**config.mk**
```make
export PLATFORM = sky130hd
export DESIGN_NAME = escape_sequence_decoder_flat
export DESIGN_NICKNAME = d
export VERILOG_FILES = /design/src/hdl/esd_pkg.sv /design/src/hdl/esd_in_if.sv /design/src/hdl/esd_out_if.sv /design/src/hdl/esd_front.sv /design/src/hdl/esd_queue.sv /design/src/hdl/esd_back.sv /design/src/hdl/escape_sequence_decoder.sv /design/src/flat_wrapper.sv
export VERILOG_INCLUDE_DIRS = /design/src /design/src/hdl
export SDC_FILE = /design/constraint.sdc
export NUM_CORES = 1
export LEC_CHECK = 0
export ABC_AREA = 1
export BUFFER_PORTS_ARGS = -buffer_cell sky130_fd_sc_hd__buf_2
export CORE_ASPECT_RATIO = 1.1
export CORE_UTILIZATION = 55
export CTS_BUF_LIST = sky130_fd_sc_hd__clkbuf_8
export DETAILED_ROUTE_END_ITERATION = 10
export GPL_ROUTABILITY_DRIVEN = 0
export PLACE_DENSITY = 0.73
export RECOVER_POWER = 25
export SLEW_MARGIN = 20
export SYNTH_ARGS = -nofsm -noshare
export SYNTH_HDL_FRONTEND = slang
export SYNTH_SLANG_ARGS = --single-unit
```
**constraint.sdc**
```tcl
create_clock -name clk -period 3.26 [get_ports clk]
set_input_delay 0.326 -clock clk [delete_from_list [all_inputs] [get_ports clk]]
set_output_delay 0.326 -clock clk [all_outputs]
set_load 0.02 [all_outputs]
```
**src/hdl/escape_sequence_decoder_assert.svh**
```systemverilog
// Assertion macros for the escape sequence decoder.
// Each macro expects clk and arst_n in scope.
`ifndef ESCAPE_SEQUENCE_DECODER_ASSERT_SVH
`define ESCAPE_SEQUENCE_DECODER_ASSERT_SVH

// Property that must hold at every edge out of reset
`define ESD_ASSERT(lbl, expr, msg) \
	lbl: assert property (@(posedge clk) disable iff (!arst_n) (expr)) else $error(msg);

// Same-cycle implication
`define ESD_ASSERT_IMP(lbl, pre, post, msg) \
	lbl: assert property (@(posedge clk) disable iff (!arst_n) (pre) |-> (post)) else $error(msg);

`endif

```
**src/hdl/esd_pkg.sv**
```systemverilog
package esd_pkg;

	localparam int CH_W    = 8;
	localparam int VAL_W   = 12;
	localparam int OUT_DEPTH = 4;
	localparam int OUT_PTR_W = 2;
	localparam int OUT_CNT_W = 3;
	localparam int MODE_W  = 3;

	// decoder modes
	localparam logic [MODE_W-1:0] MODE_IDLE  = 3'd0;
	localparam logic [MODE_W-1:0] MODE_ESC   = 3'd1;
	localparam logic [MODE_W-1:0] MODE_CARET = 3'd2;
	localparam logic [MODE_W-1:0] MODE_HEX   = 3'd3;
	localparam logic [MODE_W-1:0] MODE_OCT   = 3'd4;

	// special characters
	localparam logic [CH_W-1:0] CH_NUL    = 8'h00;
	localparam logic [CH_W-1:0] CH_BSLASH = 8'h5C;
	localparam logic [CH_W-1:0] CH_CARET  = 8'h5E;
	localparam logic [CH_W-1:0] CH_AT     = 8'h40;
	localparam logic [CH_W-1:0] CH_ESCAPE = 8'h1B;

	// classified character, produced by the front end
	typedef struct packed {
		logic [CH_W-1:0] ch;
		logic            is_nul;
		logic            is_bslash;
		logic            is_caret;
		logic            is_x;
		logic            is_hex;
		logic            is_oct;
		logic            esc_hit;
		logic [CH_W-1:0] esc_val;
		logic [3:0]      hex_val;
		logic [CH_W-1:0] ctl_val;
	} esd_token_t;

	// one decoded symbol
	typedef struct packed {
		logic [VAL_W-1:0] value;
		logic             last;
	} esd_result_t;

	// back end status for checking
	typedef struct packed {
		logic [OUT_CNT_W-1:0] out_count;
		logic                 tok_pop;
	} esd_back_stat_t;

	function automatic logic [CH_W-1:0] to_upper(input logic [CH_W-1:0] c);
		return (c >= 8'h61 && c <= 8'h7A) ? c - 8'h20 : c;
	endfunction

	// single-letter escapes, keyed on the upper-cased character
	function automatic logic [CH_W:0] esc_lookup(input logic [CH_W-1:0] u);
		logic [CH_W:0] r;
		unique case (u)
			8'h42:   r = {1'b1, 8'h08};
			8'h46:   r = {1'b1, 8'h0C};
			8'h4E:   r = {1'b1, 8'h0A};
			8'h52:   r = {1'b1, 8'h0D};
			8'h53:   r = {1'b1, 8'h20};
			8'h54:   r = {1'b1, 8'h09};
			8'h45:   r = {1'b1, CH_ESCAPE};
			default: r = '0;
		endcase
		return r;
	endfunction

endpackage

```
**src/hdl/esd_in_if.sv**
```systemverilog
interface esd_in_if;
	logic                     valid;
	logic                     ready;
	logic [esd_pkg::CH_W-1:0] ch;

	modport source (output valid, output ch, input ready);
	modport sink   (input valid, input ch, output ready);
endinterface

```
**src/hdl/esd_out_if.sv**
```systemverilog
interface esd_out_if;
	logic                      valid;
	logic                      ready;
	logic [esd_pkg::VAL_W-1:0] value;
	logic                      last;

	modport source (output valid, output value, output last, input ready);
	modport sink   (input valid, input value, input last, output ready);
endinterface

```
**src/hdl/esd_front.sv**
```systemverilog
module esd_front (
	esd_in_if.sink              chars,
	output logic                tok_valid,
	input  logic                tok_ready,
	output esd_pkg::esd_token_t tok
);
	import esd_pkg::*;

	logic [CH_W-1:0] c;
	logic [CH_W-1:0] u;
	logic [CH_W:0]   esc;
	logic            is_dig;

	assign c = chars.ch;
	assign u = to_upper(c);
	assign esc = esc_lookup(u);
	assign is_dig = (c >= 8'h30) && (c <= 8'h39);

	// classify the character; the queue registers it
	always_comb begin
		tok.ch        = c;
		tok.is_nul    = (c == CH_NUL);
		tok.is_bslash = (c == CH_BSLASH);
		tok.is_caret  = (c == CH_CARET);
		tok.is_x      = (u == 8'h58);
		tok.is_hex    = is_dig || (u >= 8'h41 && u <= 8'h46);
		tok.is_oct    = (c >= 8'h30) && (c <= 8'h37);
		tok.esc_hit   = esc[CH_W];
		tok.esc_val   = esc[CH_W-1:0];
		tok.hex_val   = is_dig ? c[3:0] : c[3:0] + 4'd9;
		tok.ctl_val   = u - CH_AT;
	end

	assign tok_valid   = chars.valid;
	assign chars.ready = tok_ready;
endmodule

```
**src/hdl/esd_queue.sv**
```systemverilog
module esd_queue #(
	parameter int DEPTH = 2
) (
	input  logic                clk,
	input  logic                arst_n,
	input  logic                push_valid,
	output logic                push_ready,
	input  esd_pkg::esd_token_t push_tok,
	output logic                pop_valid,
	input  logic                pop_ready,
	output esd_pkg::esd_token_t pop_tok
);
	import esd_pkg::*;

	localparam int PW = (DEPTH > 1) ? $clog2(DEPTH) : 1;
	localparam int CW = $clog2(DEPTH + 1);

	esd_token_t       mem_q [DEPTH];
	logic [PW-1:0]    head_q, tail_q;
	logic [CW-1:0]    count_q;
	logic             do_push, do_pop;

	assign push_ready = (count_q != CW'(DEPTH));
	assign pop_valid  = (count_q != '0);
	assign pop_tok    = mem_q[head_q];
	assign do_push    = push_valid && push_ready;
	assign do_pop     = pop_valid && pop_ready;

	function automatic logic [PW-1:0] ptr_inc(input logic [PW-1:0] p);
		return (p == PW'(DEPTH - 1)) ? '0 : p + PW'(1);
	endfunction

	// storage
	always_ff @(posedge clk) begin
		if (do_push) begin
			mem_q[tail_q] <= push_tok;
		end
	end

	// pointers and fill level
	always_ff @(posedge clk or negedge arst_n) begin
		if (!arst_n) begin
			head_q  <= '0;
			tail_q  <= '0;
			count_q <= '0;
		end else begin
			if (do_push) begin
				tail_q <= ptr_inc(tail_q);
			end
			if (do_pop) begin
				head_q <= ptr_inc(head_q);
			end
			if (do_push && !do_pop) begin
				count_q <= count_q + CW'(1);
			end else if (do_pop && !do_push) begin
				count_q <= count_q - CW'(1);
			end
		end
	end
endmodule

```
**src/hdl/esd_back.sv**
```systemverilog
module esd_back (
	input  logic                    clk,
	input  logic                    arst_n,
	input  logic                    tok_valid,
	output logic                    tok_ready,
	input  esd_pkg::esd_token_t     tok,
	esd_out_if.source               symbols,
	output esd_pkg::esd_back_stat_t stat
);
	import esd_pkg::*;

	logic [MODE_W-1:0]    mode_q, mode_d;
	logic [VAL_W-1:0]     acc_q, acc_d;
	logic [1:0]           cnt_q, cnt_d, cnt_inc;
	logic [VAL_W-1:0]     acc_hex, acc_oct;

	esd_result_t          mem_q [OUT_DEPTH];
	logic [OUT_PTR_W-1:0] head_q, tail_q;
	logic [OUT_CNT_W-1:0] count_q;

	logic                 pop;
	logic                 out_pop;
	logic                 r0v, r1v;
	logic [VAL_W-1:0]     r0, r1;
	logic                 run_end;
	logic                 idle_emit;
	logic [VAL_W-1:0]     ch_ext;
	logic [OUT_CNT_W-1:0] push_n;

	// take a token only when two result slots are free
	assign tok_ready = (count_q <= OUT_CNT_W'(OUT_DEPTH - 2));
	assign pop       = tok_valid && tok_ready;

	assign acc_hex   = {acc_q[VAL_W-5:0], tok.hex_val};
	assign acc_oct   = {acc_q[VAL_W-4:0], tok.ch[2:0]};
	assign cnt_inc   = cnt_q + 2'd1;
	assign idle_emit = !tok.is_nul && !tok.is_bslash;
	assign ch_ext    = {{(VAL_W-CH_W){1'b0}}, tok.ch};

	// execute one token: next mode and up to two results
	always_comb begin
		mode_d  = mode_q;
		acc_d   = acc_q;
		cnt_d   = cnt_q;
		r0v     = 1'b0;
		r0      = '0;
		r1v     = 1'b0;
		r1      = ch_ext;
		run_end = 1'b0;
		if (pop) begin
			unique case (mode_q)
				MODE_ESC: begin
					mode_d = MODE_IDLE;
					if (tok.is_nul) begin
						r0v = 1'b1;
						r0  = {{(VAL_W-CH_W){1'b0}}, CH_BSLASH};
					end else if (tok.esc_hit) begin
						r0v = 1'b1;
						r0  = {{(VAL_W-CH_W){1'b0}}, tok.esc_val};
					end else if (tok.is_caret) begin
						mode_d = MODE_CARET;
					end else if (tok.is_x) begin
						mode_d = MODE_HEX;
						acc_d  = '0;
						cnt_d  = 2'd0;
					end else if (tok.is_oct) begin
						mode_d = MODE_OCT;
						acc_d  = {{(VAL_W-3){1'b0}}, tok.ch[2:0]};
						cnt_d  = 2'd1;
					end else begin
						r0v = 1'b1;
						r0  = ch_ext;
					end
				end
				MODE_CARET: begin
					mode_d = MODE_IDLE;
					r0v    = 1'b1;
					r0     = {{(VAL_W-CH_W){1'b0}}, tok.ctl_val};
				end
				MODE_HEX: begin
					if (tok.is_hex) begin
						acc_d = acc_hex;
						cnt_d = cnt_inc;
						if (cnt_inc == 2'd3) begin
							mode_d = MODE_IDLE;
							r0v    = 1'b1;
							r0     = acc_hex;
						end
					end else begin
						r0v     = 1'b1;
						r0      = acc_q;
						run_end = 1'b1;
					end
				end
				MODE_OCT: begin
					if (tok.is_oct) begin
						acc_d = acc_oct;
						cnt_d = cnt_inc;
						if (cnt_inc == 2'd3) begin
							mode_d = MODE_IDLE;
							r0v    = 1'b1;
							r0     = acc_oct;
						end
					end else begin
						r0v     = 1'b1;
						r0      = acc_q;
						run_end = 1'b1;
					end
				end
				default: begin
					mode_d = tok.is_bslash ? MODE_ESC : MODE_IDLE;
					r0v    = idle_emit;
					r0     = ch_ext;
				end
			endcase
			// run closed by a non-digit: that character is handled afresh
			if (run_end) begin
				mode_d = tok.is_bslash ? MODE_ESC : MODE_IDLE;
				r1v    = idle_emit;
			end
		end
	end

	// decoder state
	always_ff @(posedge clk or negedge arst_n) begin
		if (!arst_n) begin
			mode_q <= MODE_IDLE;
			acc_q  <= '0;
			cnt_q  <= 2'd0;
		end else begin
			mode_q <= mode_d;
			acc_q  <= acc_d;
			cnt_q  <= cnt_d;
		end
	end

	// result buffer
	assign out_pop = symbols.valid && symbols.ready;
	assign push_n  = OUT_CNT_W'(r0v) + OUT_CNT_W'(r1v);

	always_ff @(posedge clk) begin
		if (r0v) begin
			mem_q[tail_q] <= '{value: r0, last: !r1v};
		end
		if (r1v) begin
			mem_q[tail_q + OUT_PTR_W'(1)] <= '{value: r1, last: 1'b1};
		end
	end

	always_ff @(posedge clk or negedge arst_n) begin
		if (!arst_n) begin
			head_q  <= '0;
			tail_q  <= '0;
			count_q <= '0;
		end else begin
			tail_q  <= tail_q + push_n[OUT_PTR_W-1:0];
			head_q  <= head_q + OUT_PTR_W'(out_pop);
			count_q <= count_q + push_n - OUT_CNT_W'(out_pop);
		end
	end

	assign symbols.valid = (count_q != '0);
	assign symbols.value = mem_q[head_q].value;
	assign symbols.last  = mem_q[head_q].last;

	assign stat.out_count = count_q;
	assign stat.tok_pop   = pop;
endmodule

```
**src/hdl/escape_sequence_decoder.sv**
```systemverilog
// Channel   Role    Payload        Width
// chars     sink    ch             8
// symbols   source  value, last    12, 1
//
// One character is taken per cycle while the token queue has room; a character that
// closes a digit run and then gives its own symbol yields two results.
// A result passes from the token queue register through execute into the
// four-entry result buffer, from which it is offered on symbols.
// Reset clears all control state at once; there is no clearing pass.
// chars.ready falls when the token queue is full; the executor waits while
// fewer than two result slots are free.
module escape_sequence_decoder #(
	parameter int QUEUE_DEPTH = 2
) (
	input logic        clk,
	input logic        arst_n,
	esd_in_if.sink     chars,
	esd_out_if.source  symbols
);
	import esd_pkg::*;

	esd_token_t     fe_tok, be_tok;
	logic           fe_valid, fe_ready;
	logic           be_valid, be_ready;
	esd_back_stat_t stat;

	esd_front u_front (
		.chars     (chars),
		.tok_valid (fe_valid),
		.tok_ready (fe_ready),
		.tok       (fe_tok)
	);

	esd_queue #(
		.DEPTH (QUEUE_DEPTH)
	) u_queue (
		.clk        (clk),
		.arst_n     (arst_n),
		.push_valid (fe_valid),
		.push_ready (fe_ready),
		.push_tok   (fe_tok),
		.pop_valid  (be_valid),
		.pop_ready  (be_ready),
		.pop_tok    (be_tok)
	);

	esd_back u_back (
		.clk       (clk),
		.arst_n    (arst_n),
		.tok_valid (be_valid),
		.tok_ready (be_ready),
		.tok       (be_tok),
		.symbols   (symbols),
		.stat      (stat)
	);

	// checks
`include "escape_sequence_decoder_assert.svh"

	`ESD_ASSERT(a_out_bound, stat.out_count <= OUT_CNT_W'(OUT_DEPTH), "result buffer overflow")
	`ESD_ASSERT_IMP(a_pop_room, stat.tok_pop, stat.out_count <= OUT_CNT_W'(OUT_DEPTH - 2), "token taken without room for two results")
	`ESD_ASSERT_IMP(a_pair_held, symbols.valid && !symbols.last, stat.out_count >= OUT_CNT_W'(2), "first of a pair shown without its partner")
endmodule

```
**src/flat_wrapper.sv**
```systemverilog
// flat-port wrapper written by rule: the top's interface ports become plain ports
module escape_sequence_decoder_flat import esd_pkg::*;
#(
	parameter int QUEUE_DEPTH = 2
)
  (clk, arst_n, chars_valid, chars_ch, chars_ready, symbols_valid, symbols_value, symbols_last, symbols_ready);
  esd_in_if chars_i ();
  esd_out_if symbols_i ();
  input logic clk;
  input logic arst_n;
  input wire logic [$bits(chars_i.valid)-1:0] chars_valid;
  input wire logic [$bits(chars_i.ch)-1:0] chars_ch;
  output wire logic [$bits(chars_i.ready)-1:0] chars_ready;
  output wire logic [$bits(symbols_i.valid)-1:0] symbols_valid;
  output wire logic [$bits(symbols_i.value)-1:0] symbols_value;
  output wire logic [$bits(symbols_i.last)-1:0] symbols_last;
  input wire logic [$bits(symbols_i.ready)-1:0] symbols_ready;
  assign chars_i.valid = chars_valid;
  assign chars_i.ch = chars_ch;
  assign chars_ready = chars_i.ready;
  assign symbols_valid = symbols_i.valid;
  assign symbols_value = symbols_i.value;
  assign symbols_last = symbols_i.last;
  assign symbols_i.ready = symbols_ready;
  escape_sequence_decoder #(.QUEUE_DEPTH(QUEUE_DEPTH)) u_core (.clk(clk), .arst_n(arst_n), .chars(chars_i), .symbols(symbols_i));
endmodule
```
==> summary.md <==
| Metric | Value |
|---|---|
| Fin. max-slew vios | 88 |
| Failing checks | DRC, capacitance limit, slew limit |
| TritonCTS buffer count | 17 |
| Number of global-route vias before repair | 5492 |
| #FFs+latches synth | 136 |
| CP max stage cell | dfrtp_2 |
| Met1 Track Usage GR | 29.20% |
| Antenna diodes | 0 |
| Fin crit share | 94.14% |
| Fraction of layout cells with a size suffix above 1 | 13.21% |
| Worst path cell trace | clkbuf_4 > nand2_1 > nand2_2 > inv_2 > nand2_2 > nor2_4 > nor2_4 > nand3_4 > nand2_1 > inv_1 > ha_1 > inv_1 > ha_1 > inv_1 > ha_1 > inv_1 > fa_1 > xnor2_1 > xor2_1 |
| Number of warning messages in the yosys log | 0 |
| Placed wire-length estimate | 12370 um |
| Max_slew headroom | -12.69% |
| Max Fclk | 325.9 MHz |
| Placement row count | 43 |
| Max Cap Viol | 3 |
| Via Count | 5953 |
| Ys flop type | edfxtp_1 |
| Busiest layer in global routing | met2 |
| Core ar. | 0.01280 sq mm |
| Final setup fails | 0 |
| GRT met2 Usage | 47.05% |
| Critical R2R Capture | u_core.u_back.count_q[2]$_DFF_PN0_ |
| Clock root buffer | clkbuf_8 |
| Setup_tns | 0 ps |
| Die area | 0.01375 sq mm |
| Cells after synthesis | 838 |
| Hold Startpoint | chars_ch[7] |
| CTS Sinks | 136 |
| Outcome | complete, but fails checks |
| Share of flip-flops with an asynchronous set or reset | 20.59% |
| Die span in x | 111.9 um |
| Final core occ | 62.53% |
| WP data arrival | 3440 ps |
| Power Density | 860.6 mW/mm^2 |
| Min cycle time layout | 3069 ps |
| IO Port Bufs | 26 |
| Final clock skew | 13.07 ps |
| Nets@finish | 909 |
| Internal Power | 3.943 mW |
| Worst-path clk slew | 80 ps |
| RSZ-0062 raised after global routing | false |
| Cells on worst reg2reg path | 19 |
| CP endpoint kind | register |
| Sequential share of power | 37.1% |
| Comb pwr share | 44.7% |
| Total leakage power | 3.502 nW |
| Clock buffer depth | 2 |
| Mapped Area | 0.007307 sq mm |
| Clk_lat worst skew | 450 ps |
| Die height | 122.9 um |
| R2R Setup Slk | 190 ps |
| Remaining global-route overflow | 0 |
| Least-Margin Pin Slew | 1690 ps |
| Area Growth Syn to Fin | 9.572% |
| # IOs | 27 |
| DR DRC count | 2 |
| Clock share of power | 18.2% |
| Aggregate routed wire length | 16790 um |
| Post-synthesis sequential area ratio | 51.23% |
| Fin. Hold Viols | 0 |
| CP most frequent cell | inv_1 |
| Wire per inst | 15.99 um |
| GRT Overall Usage | 25.64% |
| Worst-case vdd ir drop | 0.3942 mV |
| Hold path endpoint | u_core.u_queue.mem_q[0][34]$_DFFE_PP_ |
| Vias/cell | 5.670 |
| Number of synthesized flops with an enable pin | 88 |
| CP Max Fanout | 6 |
| Synthesized area per cell | 8.720 sq um |
| Max stage delay on crit path | 420 ps |
| Startpoint Class | register |
| Global-route wire length before repair | 26940 um |
| Routing usage on met3 | 5.000% |
| R2R Path Start | u_core.u_queue.head_q$_DFFE_PN0P_ |
| Required @ worst endpoint | 3630 ps |
| Switching Power | 2.948 mW |
| Drt first pass iters | 8 |
| Sw frac | 42.78% |
| Netlist cell types | 45 |
| CTS H-tree depth | 4 |
| CTS tree | built |
| Initial antenna violation count | 0 |
| Initial Utilization | 57.06% |
| Syn Nets | 867 |
| DRT iter0 DRCs | 501 |
| Hold Crit Class | primary input to register |
| Setup CP Type | register to register |
| Post-detailed-route count of antenna-violating nets | 0 |
| Largest net degree at the start of global routing | 30 |
| Hold Path Stages | 1 |
[power by group through the flow]
stage	Clock (mW)	Sequential, mW	Combinational [mW]
after floorplan	0	2.49	2.26
after global placement	0	2.57	2.92
after detailed placement	0	2.59	3.02
after CTS	1.27	2.56	3.03
after global routing	1.34	2.60	3.41
final	1.25	2.56	3.08
[cell type report]
cell class / count / area [sq um]
clock buffers: 17 / 234.0
clock inverters: 15 / 122.6
fillers: 1124 / 4798
inverters: 102 / 382.9
multi-input cells: 570 / 3013
flip-flops and latches: 136 / 3745
well taps: 157 / 196.4
repair buffers: 53 / 312.8
[metrics by stage]
stage / setup slack, ps / cell area, sq um / hold slack (ps) / instances / total power, mW
CTS: 25.26 / 7998 / 80.30 / 1046 / 6.865
floorplan: 318.5 / 7307 / 30.41 / 838 / 4.756
finish: 191.2 / 8006 / 166.7 / 1050 / 6.890
global placement: 181.7 / 7631 / 393.7 / 1013 / 5.488
global route: 11.52 / 8006 / 166.5 / 1050 / 7.353
detailed placement: 55.02 / 7631 / 410.5 / 1013 / 5.610
[placed cells by master (no fill, tap or decap), types with 7 or more instances in the layout]
cell      synthesis  final
nand2_1         193    193
inv_1            83     88
edfxtp_1         88     88
nor2_1           82     80
o21ai_0          69     69
o22ai_1          42     42
nand3_1          41     41
a21oi_1          27     27
dfrtp_1          28     27
buf_4             0     22
dfxtp_1          20     20
clkbuf_8          0     17
buf_2             6     17
inv_2            16     16
ha_1             16     16
nand4_1          13     13
o21ai_1          13     13
clkbuf_1         17     12
nand2_2           8      8
o211ai_1          8      8
nor3_1            7      7
xor2_1            7      7
[repair_timing]
item / 4_1_cts / 5_1_grt
gates resized for setup: 0 / 2
buffers inserted: 0 / 4
hold buffers: 1 / 0
hold endpoints to repair: 28 / 0
setup endpoints to repair: 0 / 1
[cells by family after synthesis]
group,after synthesis,share of synthesized area (%)
adders and majority gates,17,3.014
muxes,2,0.3253
AOI/OAI and AO/OA,173,13.48
xor gates and xnor gates,11,1.318
buffers and inverters,132,7.603
DFF,136,51.23
and+or+nand+nor,367,23.03
[Yosys cell counts, types with 4 or more instances]
| library cell | number | area share [%] |
|---|---|---|
| o21ai_1 | 13 | 0.89 |
| nand3_4 | 5 | 1.2 |
| nor2_1 | 82 | 4.2 |
| clkbuf_1 | 17 | 0.87 |
| xor2_1 | 7 | 0.84 |
| xnor2_1 | 4 | 0.48 |
| inv_2 | 16 | 0.82 |
| nand2_2 | 8 | 0.68 |
| dfxtp_1 | 20 | 5.5 |
| inv_1 | 83 | 4.3 |
| a21oi_1 | 27 | 1.8 |
| nor2_4 | 4 | 0.62 |
| buf_6 | 7 | 1.1 |
| o21ai_0 | 69 | 4.7 |
| o22ai_1 | 42 | 3.6 |
| o211ai_1 | 8 | 0.82 |
| nand3_1 | 41 | 2.8 |
| ha_1 | 16 | 2.7 |
| dfrtp_1 | 28 | 9.6 |
| nand4_1 | 13 | 1.1 |
| or2_2 | 4 | 0.34 |
| edfxtp_1 | 88 | 36 |
| nand2_1 | 193 | 9.9 |
| nor3_1 | 7 | 0.48 |
| buf_2 | 6 | 0.41 |
[worst max path at each step]
stage               cells after the start                               from                            endpoint  slack, ps
floorplan                              20  u_core.u_queue.head_q$_DFFE_PN0P_  u_core.u_back.count_q[2]$_DFF_PN0_        320
global placement                       18  u_core.u_queue.head_q$_DFFE_PN0P_  u_core.u_back.count_q[2]$_DFF_PN0_        180
detailed placement                     18  u_core.u_queue.head_q$_DFFE_PN0P_  u_core.u_back.count_q[2]$_DFF_PN0_         60
CTS                                    18  u_core.u_queue.head_q$_DFFE_PN0P_  u_core.u_back.count_q[2]$_DFF_PN0_         30
global route                           19  u_core.u_queue.head_q$_DFFE_PN0P_  u_core.u_back.count_q[2]$_DFF_PN0_         10
finish                                 19  u_core.u_queue.head_q$_DFFE_PN0P_  u_core.u_back.count_q[2]$_DFF_PN0_        190
[critical path: cells and delay by family (launching register included)]
family | cells | cell delay [ps]
adders and majority gates | 4 | 1080
xor gates and xnor gates | 2 | 380
DFF | 1 | 420
and+or+nand+nor | 7 | 670
buffers and inverters | 6 | 460
[registers in the layout (all words and copies together) (netlist names)]
| signal | flops |
|---|---|
| u_core.u_back.mode_q | 3 |
| u_core.u_back.tail_q | 2 |
| u_core.u_queue.count_q | 2 |
| u_core.u_back.mem_q | 52 |
| u_core.u_back.head_q | 2 |
| u_core.u_queue.tail_q | 1 |
| u_core.u_back.cnt_q | 2 |
| u_core.u_back.count_q | 3 |
| u_core.u_queue.head_q | 1 |
| u_core.u_back.acc_q | 12 |
| u_core.u_queue.mem_q | 56 |
[routing by layer]
layer  up-vias  routed length, um
met5         -                  0
met4         0                356
met3        30                801
met2       184               8640
met1      2813               6993
li1       2926                  -
(Power assumes the default switching activity.)
